--- src/hdl/pip_pkg.sv ---
// Shared types, constants and helpers for the point-in-polygon test core.
// Used by the core, its edge unit and its port checker; depends on nothing.
package pip_pkg;

  localparam int MAX_VERTICES = 16;
  localparam int COORD_BITS   = 16;
  localparam int IN_COORD_W   = 16;
  localparam int CNT_W        = $clog2(MAX_VERTICES + 1);
  localparam int IDX_W        = $clog2(MAX_VERTICES);
  localparam int DIFF_W       = COORD_BITS + 1;
  localparam int PROD_W       = 2 * DIFF_W;
  localparam int HELD_W       = 5;

  localparam logic [CNT_W-1:0] MIN_VERTS  = CNT_W'(3);
  localparam logic [CNT_W-1:0] FULL_COUNT = CNT_W'(MAX_VERTICES);

  typedef enum logic [1:0] {
    REQ_CLEAR  = 2'd0,
    REQ_APPEND = 2'd1,
    REQ_QUERY  = 2'd2
  } req_t;

  localparam logic [1:0] STAT_OK       = 2'd0;
  localparam logic [1:0] STAT_FULL     = 2'd1;
  localparam logic [1:0] STAT_TOO_FEW  = 2'd2;

  typedef enum logic [1:0] {
    ST_IDLE,
    ST_WALK,
    ST_DRAIN
  } state_t;

  typedef struct packed {
    logic [1:0]                   req_type;
    logic signed [IN_COORD_W-1:0] coord_x;
    logic signed [IN_COORD_W-1:0] coord_y;
  } in_t;

  typedef struct packed {
    logic              inside_res;
    logic [HELD_W-1:0] vertices_held;
    logic [1:0]        status;
  } out_t;

  typedef struct packed {
    logic signed [COORD_BITS-1:0] x;
    logic signed [COORD_BITS-1:0] y;
  } vertex_t;

  // Result of one edge leaving the edge unit.
  typedef struct packed {
    logic vld;
    logic toggle;
    logic last;
  } edge_res_t;

  // Sign-extend or wrap an input coordinate to the internal width.
  function automatic logic signed [COORD_BITS-1:0] coord_in(
    input logic signed [IN_COORD_W-1:0] v
  );
    return COORD_BITS'(v);
  endfunction

endpackage

--- src/hdl/pip_edge_unit.sv ---
// Edge crossing unit: one polygon edge per cycle, two multipliers, one register stage.
// Depends on pip_pkg for the vertex and result types.
module pip_edge_unit (
  input  logic               clk,
  input  logic               rst_n,
  input  pip_pkg::vertex_t   pt,
  input  pip_pkg::vertex_t   cur,
  input  pip_pkg::vertex_t   prev,
  input  logic               edge_vld,
  input  logic               edge_last,
  output pip_pkg::edge_res_t res
);

  logic signed [pip_pkg::DIFF_W-1:0] dx_pt;
  logic signed [pip_pkg::DIFF_W-1:0] dx_edge;
  logic signed [pip_pkg::DIFF_W-1:0] dy_edge;
  logic signed [pip_pkg::DIFF_W-1:0] dy_pt;
  logic signed [pip_pkg::PROD_W-1:0] lhs_nxt;
  logic signed [pip_pkg::PROD_W-1:0] rhs_nxt;
  logic                              straddle_nxt;

  logic signed [pip_pkg::PROD_W-1:0] lhs_r;
  logic signed [pip_pkg::PROD_W-1:0] rhs_r;
  logic                              straddle_r;
  logic                              dy_pos_r;
  logic                              vld_r;
  logic                              last_r;
  logic                              left;

  always_comb begin
    dx_pt        = pip_pkg::DIFF_W'(pt.x) - pip_pkg::DIFF_W'(cur.x);
    dx_edge      = pip_pkg::DIFF_W'(prev.x) - pip_pkg::DIFF_W'(cur.x);
    dy_edge      = pip_pkg::DIFF_W'(prev.y) - pip_pkg::DIFF_W'(cur.y);
    dy_pt        = pip_pkg::DIFF_W'(pt.y) - pip_pkg::DIFF_W'(cur.y);
    lhs_nxt      = pip_pkg::PROD_W'(dx_pt) * pip_pkg::PROD_W'(dy_edge);
    rhs_nxt      = pip_pkg::PROD_W'(dx_edge) * pip_pkg::PROD_W'(dy_pt);
    straddle_nxt = (cur.y > pt.y) != (prev.y > pt.y);
  end

  always_ff @(posedge clk) begin
    if (!rst_n) begin
      vld_r  <= 1'b0;
      last_r <= 1'b0;
    end else begin
      vld_r  <= edge_vld;
      last_r <= edge_vld & edge_last;
    end
  end

  always_ff @(posedge clk) begin
    if (edge_vld) begin
      lhs_r      <= lhs_nxt;
      rhs_r      <= rhs_nxt;
      straddle_r <= straddle_nxt;
      dy_pos_r   <= dy_edge > 0;
    end
  end

  // The sign of the edge's y difference sets the direction of the comparison.
  assign left       = dy_pos_r ? (lhs_r < rhs_r) : (lhs_r > rhs_r);
  assign res.vld    = vld_r;
  assign res.last   = last_r;
  assign res.toggle = vld_r & straddle_r & left;

endmodule

--- src/hdl/point_in_polygon_test_core.sv ---
// Even-odd point-in-polygon test core: vertex memory, query sequencer, result register.
// Depends on pip_pkg and pip_edge_unit.

// Each transaction clears the polygon, appends a vertex or queries a point. Clear,
// append, the unused request code and a query on fewer than three vertices keep busy
// low, and the result strobe comes in the cycle after acceptance. A query on three
// or more vertices raises busy while it walks the polygon: the vertex memory has one
// read port, the closing edge's start is read in the accepting cycle, the walk then
// reads one edge endpoint per cycle, and the edge unit's multiply and compare
// follow. The result strobe comes in the first cycle that busy is low again. Results
// are marked by out_valid for exactly one cycle on out_data, and cannot be held off;
// a new transaction may be accepted in the same cycle as a strobe. Vertex memory
// contents are undefined until written.
module point_in_polygon_test_core (
  input  logic           clk,
  input  logic           rst_n,
  input  logic           start,
  output logic           busy,
  input  pip_pkg::in_t   in_data,
  output logic           out_valid,
  output pip_pkg::out_t  out_data
);

  pip_pkg::vertex_t vmem [pip_pkg::MAX_VERTICES];

  pip_pkg::state_t              state_r, state_nxt;
  logic [pip_pkg::CNT_W-1:0]    count_r, count_nxt;
  logic [pip_pkg::IDX_W-1:0]    k_r, k_nxt;
  logic [pip_pkg::IDX_W-1:0]    last_idx;
  logic [pip_pkg::IDX_W-1:0]    rd_addr;
  pip_pkg::vertex_t             rd_data_r;
  pip_pkg::vertex_t             prev_r;
  pip_pkg::vertex_t             pt_r;
  pip_pkg::vertex_t             in_vtx;
  logic                         rd_first_r;
  logic                         rd_edge_r;
  logic                         rd_last_r;
  logic                         issue_edge;
  logic                         inside_r, inside_nxt;
  logic                         out_valid_r, out_valid_nxt;
  pip_pkg::out_t                out_data_r, out_data_nxt;
  logic                         accept;
  logic                         is_query;
  logic                         wr_en;
  logic                         full;
  pip_pkg::edge_res_t           edge_res;

  assign accept   = start & ~busy;
  assign is_query = in_data.req_type == pip_pkg::REQ_QUERY;
  assign full     = count_r == pip_pkg::FULL_COUNT;
  assign wr_en    = accept & (in_data.req_type == pip_pkg::REQ_APPEND) & ~full;
  assign last_idx = pip_pkg::IDX_W'(count_r - 1'b1);
  assign in_vtx.x = pip_pkg::coord_in(in_data.coord_x);
  assign in_vtx.y = pip_pkg::coord_in(in_data.coord_y);

  // Next state.
  always_comb begin
    state_nxt = state_r;
    unique case (state_r)
      pip_pkg::ST_IDLE: begin
        if (accept && is_query && count_r >= pip_pkg::MIN_VERTS) begin
          state_nxt = pip_pkg::ST_WALK;
        end
      end
      pip_pkg::ST_WALK: begin
        if (k_r == last_idx) begin
          state_nxt = pip_pkg::ST_DRAIN;
        end
      end
      pip_pkg::ST_DRAIN: begin
        if (edge_res.vld && edge_res.last) begin
          state_nxt = pip_pkg::ST_IDLE;
        end
      end
      default: state_nxt = pip_pkg::ST_IDLE;
    endcase
  end

  // State outputs. While idle the address points at the closing edge's start vertex.
  always_comb begin
    busy       = 1'b1;
    issue_edge = 1'b0;
    rd_addr    = last_idx;
    unique case (state_r)
      pip_pkg::ST_IDLE: begin
        busy = 1'b0;
      end
      pip_pkg::ST_WALK: begin
        issue_edge = 1'b1;
        rd_addr    = k_r;
      end
      pip_pkg::ST_DRAIN: begin
        busy = 1'b1;
      end
      default: busy = 1'b1;
    endcase
  end

  assign k_nxt = issue_edge ? k_r + 1'b1 : '0;

  // Count, running flag and result register.
  always_comb begin
    count_nxt     = count_r;
    inside_nxt    = inside_r ^ edge_res.toggle;
    out_valid_nxt = 1'b0;
    out_data_nxt  = out_data_r;
    if (accept) begin
      out_data_nxt.inside_res = 1'b0;
      out_data_nxt.status     = pip_pkg::STAT_OK;
      unique case (in_data.req_type)
        pip_pkg::REQ_CLEAR: begin
          count_nxt = '0;
        end
        pip_pkg::REQ_APPEND: begin
          if (full) begin
            out_data_nxt.status = pip_pkg::STAT_FULL;
          end else begin
            count_nxt = count_r + 1'b1;
          end
        end
        pip_pkg::REQ_QUERY: begin
          if (count_r < pip_pkg::MIN_VERTS) begin
            out_data_nxt.status = pip_pkg::STAT_TOO_FEW;
          end
          inside_nxt = 1'b0;
        end
        default: begin
          count_nxt = count_r;
        end
      endcase
      out_data_nxt.vertices_held = pip_pkg::HELD_W'(count_nxt);
      // A query that walks the polygon reports at the end of the walk.
      out_valid_nxt = ~(is_query && count_r >= pip_pkg::MIN_VERTS);
    end else if (edge_res.vld && edge_res.last) begin
      out_valid_nxt              = 1'b1;
      out_data_nxt.inside_res    = inside_nxt;
      out_data_nxt.vertices_held = pip_pkg::HELD_W'(count_r);
      out_data_nxt.status        = pip_pkg::STAT_OK;
    end
  end

  always_ff @(posedge clk) begin
    if (!rst_n) begin
      state_r     <= pip_pkg::ST_IDLE;
      count_r     <= '0;
      k_r         <= '0;
      inside_r    <= 1'b0;
      out_valid_r <= 1'b0;
      rd_first_r  <= 1'b0;
      rd_edge_r   <= 1'b0;
      rd_last_r   <= 1'b0;
    end else begin
      state_r     <= state_nxt;
      count_r     <= count_nxt;
      k_r         <= k_nxt;
      inside_r    <= inside_nxt;
      out_valid_r <= out_valid_nxt;
      rd_first_r  <= accept & is_query & (count_r >= pip_pkg::MIN_VERTS);
      rd_edge_r   <= issue_edge;
      rd_last_r   <= issue_edge & (k_r == last_idx);
    end
  end

  always_ff @(posedge clk) begin
    out_data_r <= out_data_nxt;
    if (accept && is_query) begin
      pt_r <= in_vtx;
    end
    if (rd_first_r || rd_edge_r) begin
      prev_r <= rd_data_r;
    end
  end

  // Vertex memory: one write port, one registered read port.
  always_ff @(posedge clk) begin
    if (wr_en) begin
      vmem[count_r[pip_pkg::IDX_W-1:0]] <= in_vtx;
    end
    rd_data_r <= vmem[rd_addr];
  end

  pip_edge_unit u_edge (
    .clk       (clk),
    .rst_n     (rst_n),
    .pt        (pt_r),
    .cur       (rd_data_r),
    .prev      (prev_r),
    .edge_vld  (rd_edge_r),
    .edge_last (rd_last_r),
    .res       (edge_res)
  );

  assign out_valid = out_valid_r;
  assign out_data  = out_data_r;

endmodule

--- config.mk ---
export PLATFORM = sky130hd
export DESIGN_NAME = point_in_polygon_test_core
export DESIGN_NICKNAME = d
export VERILOG_FILES = /design/src/hdl/pip_pkg.sv /design/src/hdl/pip_edge_unit.sv /design/src/hdl/point_in_polygon_test_core.sv
export SDC_FILE = /design/constraint.sdc
export NUM_CORES = 2
export LEC_CHECK = 0
export BUFFER_PORTS_ARGS = -buffer_cell sky130_fd_sc_hd__clkbuf_2
export CAP_MARGIN = 20
export CORE_AREA = 4 4 342 344
export CTS_CLUSTER_SIZE = 12
export DETAILED_ROUTE_END_ITERATION = 7
export DIE_AREA = 0 0 346 348
export PLACE_DENSITY = 0.7
export SYNTH_ARGS = -nofsm -noshare
export SYNTH_HDL_FRONTEND = slang
export SYNTH_SLANG_ARGS = --single-unit
--- constraint.sdc ---
create_clock -name clk -period 25.5 [get_ports clk]
set_input_delay 0 -clock clk [delete_from_list [all_inputs] [get_ports clk]]
set_output_delay 0 -clock clk [all_outputs]
set_load 0.005 [all_outputs]
# Word level (Yosys, flattened, before mapping)
# Memories as Yosys holds them, arrays and structs flattened. A register that Yosys moved wholly into a read port is not among the register bits.
# Cells that the tools add are included.
# Widths: inputs -> output; s select.
# word_totals
mem_bits_rw	512
register_bits	160
memories	1
word_cells	91
in_bits	37
# memory_table
memory	words	word_bits	read_ports	rd_ports_with_merged_regs	write_ports	line	text
vmem	16	32	1	1	1	point_in_polygon_test_core.sv:24	pip_pkg::vertex_t vmem [pip_pkg::MAX_VERTICES];
# classes
multipliers	2
bitwise_logic	12
n_addsub	7
magnitude_cmp	7
n_eq_ne	10
mux	21
n_reduce_logical	10
# op_table
cell	count
$mul 17x17->34	2
$sub 16x16->17	4
$gt 34x34->1	1
$lt 34x34->1	1
$gt 16x16->1	2
$gt 17x1->1 const B	1
$mux 7	2
$mux 1	10
$pmux 5 s2	1
$and 1x1->1	9
$mux 2	4
$pmux 2 s3	1
$add 5x1->5 const B	1
$eq 5x5->1 const B	1
$ge 5x2->1 const B	1
$lt 5x2->1 const B	1
$mux 5	1
$add 4x1->4 const B	1
$eq 2x1->1 const B	2
$eq 2x2->1 const B	2
$eq 4x4->1	1
$logic_and 1x1->1	4
$logic_not 2->1	2
$mux 4	1
11 further kinds	13

# Longest topological paths before layout
# depth
word_depth	6
mapped_depth	35
mapped_depth_nobuf	34

# By module
# Synthesis repeated with hierarchy kept, for this count alone.
# unflattened
hier_cells	4069
hier_area_um2	50638.6
# by_module_without_submodules
module	area_per_inst_um2	n_inst	cells_each	seq_area_each_um2
pip_edge_unit	27669.0	1	3052	2142.1
point_in_polygon_test_core	22969.5	1	1017	18487.7

# Worst setup path after synthesis
# OpenSTA, ideal clock, no wires.
# synth_path
path_kind	flip-flop to flip-flop
from	reg prev_r[16] in the netlist's numbering
to	reg u_edge.rhs_r[32] in the netlist's numbering (data pin)
synth_period_minus_slack_ps	8260
required_ps	25238
slack_ps	17240
t_arrival_ps	7997
n_path_buf	1
path_stages_with_launch	35
cell_sequence	edfxtp_1 inv_1 ha_1 inv_1 fa_1 a21o_1 a21oi_1 o21ai_0 and2_1 a21oi_1 o21bai_1 a21oi_1 xnor2_1 clkbuf_1 nand2_1 fa_1 inv_1 fa_1 inv_1 fa_1 inv_1 fa_1 fa_1 inv_1 fa_1 inv_1 ha_1 a21o_1 a21o_1 a221o_1 a31o_2 a41o_1 a41oi_1 mux2i_1 nand3_1
# synth_between
elab_chain_cells	2
# synth_rtl
item	line	text
start: declaration	point_in_polygon_test_core.sv:32	pip_pkg::vertex_t prev_r;
start signal: assignment	point_in_polygon_test_core.sv:170	prev_r <= rd_data_r;
$sub 16x16->17	pip_edge_unit.sv:32	dx_edge = pip_pkg::DIFF_W'(prev.x) - pip_pkg::DIFF_W'(cur.x);
$mul 17x17->34	pip_edge_unit.sv:36	rhs_nxt = pip_pkg::PROD_W'(dx_edge) * pip_pkg::PROD_W'(dy_pt);
via u_edge.rhs_nxt (one bit)	pip_edge_unit.sv:19	logic signed [pip_pkg::PROD_W-1:0] rhs_nxt;
end signal: assignment	pip_edge_unit.sv:53	rhs_r <= rhs_nxt;
end: declaration	pip_edge_unit.sv:23	logic signed [pip_pkg::PROD_W-1:0] rhs_r;
# The timed path passes the listed nets, and every way through them passes these cells.
# A chain may end at the register's enable or synchronous reset.

# Worst setup path after layout
# layout_path
from	reg pt_r[16] in the netlist's numbering
to	reg u_edge.lhs_r[33] in the netlist's numbering (data pin)
# layout_between
elab_chain_cells	2
# layout_rtl
item	line	text
start: declaration	point_in_polygon_test_core.sv:33	pip_pkg::vertex_t pt_r;
start signal: assignment	point_in_polygon_test_core.sv:167	pt_r <= in_vtx;
$sub 16x16->17	pip_edge_unit.sv:31	dx_pt = pip_pkg::DIFF_W'(pt.x) - pip_pkg::DIFF_W'(cur.x);
$mul 17x17->34	pip_edge_unit.sv:35	lhs_nxt = pip_pkg::PROD_W'(dx_pt) * pip_pkg::PROD_W'(dy_edge);
via u_edge.lhs_nxt (one bit)	pip_edge_unit.sv:18	logic signed [pip_pkg::PROD_W-1:0] lhs_nxt;
end signal: assignment	pip_edge_unit.sv:52	lhs_r <= lhs_nxt;
end: declaration	pip_edge_unit.sv:22	logic signed [pip_pkg::PROD_W-1:0] lhs_r;
# The timed path passes the listed nets, and every way through them passes these cells.

==> qor.yml <==
run_status: "finished clean"
timing.critical_path.slowest_cell_delay_ps: 970
detailroute.via_count: 31300
chipWidth_um: 346
cp-end-kind: "flop"
layout-drive-gt1-share_pct: 9.27
worst_ep_required_time_ps: 25990
placement.io_buffers: 46
syn_area_per_cell_um2: 12.4
maxClockFrequency_mhz: 109
hold_viol_final: 0
grt_setup_unrepaired: "false"
avgRoutedWirePerCell_um: 21.3
dominantRegCellSynth: "sky130_fd_sc_hd__edfxtp_1"
grt_pass1_wl_mm: 194
route.final.wire_length_mm: 123
number_of_nets_in_the_layout: 5159
min-delay-path-class: "in -> reg"
critical_path_class: "reg -> reg"
antenna_left: 0
io-pin-count: 47
critical_path.max_fanout: 8
synthToLayoutAreaGrowth_pct: 10.0
drv.max_cap_violation_count: 0
globalplace.congestion: 0.899
clk_latency_ps: 640
cts_buffers: 74
slowest_stage: "sky130_fd_sc_hd__xor2_1"
mappedNetlistNets: 5022
synth.mux.area_fraction_pct: 6.35
relative_slew_slack_pct: 18.1
min_period_over_period_pct: 35.9
cts_num_sinks: 704
post_synth_num_cell_types: 67
finalClockSkew_ps: 42.3
drtIter0Drc: 2484
tightestPinTransition_ps: 1220
synthesis.instances: 4096
timing.critical_path.arrival_ps: 9640
layout_commonest_cell: "sky130_fd_sc_hd__inv_1"
hold_worst_slack_ps: 62.5
finalMaxSlewViolations: 0
floorplan.die.height_um: 348
drc: 0
hold-path-cell-count: 5
yosys_warnings: 0
finalCriticalPeriod_ps: 9150
core_area_um2: 114000
firstDrtPassIters: 6
place_ws_ps: 16410
share_of_flip_flops_with_an_asynchronous_set_or_reset_after_synthesis_pct: 0
cts.reportedPaths.clkPinSlew_ps: 60
yosysSeqAreaShare_pct: 40.5
rows: 124
worst_setup_path_start_kind: "flop"
num-fill-cells: 9860
tritoncts: "built"
gr-total-overflow: 0
layout.cells.most_common_list: "sky130_fd_sc_hd__inv_1 (731), sky130_fd_sc_hd__edfxtp_1 (653), sky130_fd_sc_hd__fa_1 (596)"
ys_ff_latch: 704
netlist_area_um2: 50900
setup_viol: 0
yosys.area_share.xor_xnor_pct: 2.85
avgViaCountPerCell: 5.39
die_outline_area_um2: 120000
compound_cell_area_share_of_the_yosys_netlist_pct: 4.85
synth_edf_count: 653
cts_htree_levels: 3
totalNegativeSetupSlack_ps: 0
start_util_pct: 44.7
overall_routing_resource_usage_pct: 20.8
hpwl_mm: 87.6
clk_root_buffer_cell: "sky130_fd_sc_hd__clkbuf_16"
critical_path_s_most_frequent_cell: "sky130_fd_sc_hd__fa_1"
postCtsSetupRepairBufs: 0
final.setup.worst_slack_ps: 16350
grt_pass1_vias: 33200
number_of_antenna_violations_at_the_first_check_in_global_routing: 11
synth-adder-area-share_pct: 30.6
synth-simple-area-share_pct: 8.54
reg2regPathDepth: 30
largest_net_degree_at_the_start_of_global_routing: 129
clock_tree.buffer_depth: 3
dominant_combinational_cell_family_by_area_after_synthesis: "adder cells"
-- logic make-up after synthesis --
group	Yosys count
muxes	163
buffers and inverters	839
AOI/OAI and AO/OA	379
xor gates and xnor gates	164
adders and majority gates	889
DFF	704
and+or+nand+nor	958
-- worst max-delay path: cells and delay by family (launching register included) --
family          cells  cell delay [ps]
fa+ha+maj           9             3980
compound gates      8             1960
simple gates        8             1540
xor+xnor            1              970
flops               1              340
buf+inv             4              190
-- cell type report --
cell class / count / area, um^2 / area share [%]
antenna: 5 / 12.5 / 0.0223
clock buffer: 107 / 1990 / 3.55
clock inverter: 19 / 277 / 0.494
inverter: 732 / 2750 / 4.91
multi-input combinational: 2553 / 27200 / 48.5
sequential: 704 / 20600 / 36.9
tap: 1512 / 1890 / 3.38
timing repair buffer: 168 / 1260 / 2.25
-- metal layers --
layer / part of all wire [%] / global-route usage (%) / wire length, um / vias to the layer above
li1: - / - / - / 13900
met3: 7.7 / 3.94 / 9480 / 289
met5: 0.017 / 0 / 21 / -
met4: 4.4 / 8.04 / 5380 / 4
met2: 48 / 34.8 / 59800 / 1151
met1: 40 / 27.0 / 48700 / 15900
-- metrics by stage --
| stage | utilization, % | cells | area [um^2] |
|---|---|---|---|
| 2_1_floorplan | - | 4096 | 50900 |
| 3_3_place_gp | 46.8 | 5630 | 53300 |
| 3_5_place_dp | 46.8 | 5630 | 53300 |
| 4_1_cts | 49.1 | 5792 | 56000 |
| 5_1_grt | 49.2 | 5799 | 56000 |
| 6_report | 49.2 | 5800 | 56000 |
-- sequential cells by signal (all words and copies together), names as in the netlist --
name	cells
state_r	2
vmem	512
out_valid	1
u_edge.straddle_r	1
rd_last_r	1
u_edge.dy_pos_r	1
rd_edge_r	1
rd_first_r	1
u_edge.rhs_r	34
k_r	4
pt_r	32
out_data	8
count_r	5
u_edge.lhs_r	34
u_edge.last_r	1
inside_r	1
u_edge.vld_r	1
rd_data_r	32
prev_r	32
-- worst paths after layout --
path | from | end | slack, ps
setup / recovery | pt_r[16] | u_edge.lhs_r[33] | 16350
setup reg to reg | pt_r[16] | u_edge.lhs_r[33] | 16350
hold / removal | in_data[32] | out_data[1] | 60
hold reg to reg | rd_data_r[12] | prev_r[12] | 430
-- timing repair --
| item | 4_1_cts | 5_1_grt |
|---|---|---|
| hold buffers | 36 | 0 |
| endpoints found under the hold margin | 564 | 0 |
| resized for setup | 0 | 0 |
-- cell usage after synthesis, types with 35 or more instances --
master,instances,area [um^2]
sky130_fd_sc_hd__mux4_2,128,2880
sky130_fd_sc_hd__nand2_1,331,1240
sky130_fd_sc_hd__ha_1,293,3670
sky130_fd_sc_hd__and2_1,55,344
sky130_fd_sc_hd__dfxtp_1,51,1020
sky130_fd_sc_hd__nor2_1,316,1190
sky130_fd_sc_hd__mux2i_1,35,350
sky130_fd_sc_hd__a21oi_1,121,606
sky130_fd_sc_hd__edfxtp_1,653,19600
sky130_fd_sc_hd__nand2b_1,43,269
sky130_fd_sc_hd__a211oi_1,44,330
sky130_fd_sc_hd__clkbuf_1,82,308
sky130_fd_sc_hd__o21ai_0,62,310
sky130_fd_sc_hd__a21o_1,40,300
sky130_fd_sc_hd__xor2_1,49,429
sky130_fd_sc_hd__xnor2_1,113,990
sky130_fd_sc_hd__inv_1,731,2740
sky130_fd_sc_hd__fa_1,596,11900
sky130_fd_sc_hd__nor2b_1,79,494
Power is not shown: default switching activity piles up to over one toggle a cycle in this logic, so the estimate is an artifact.
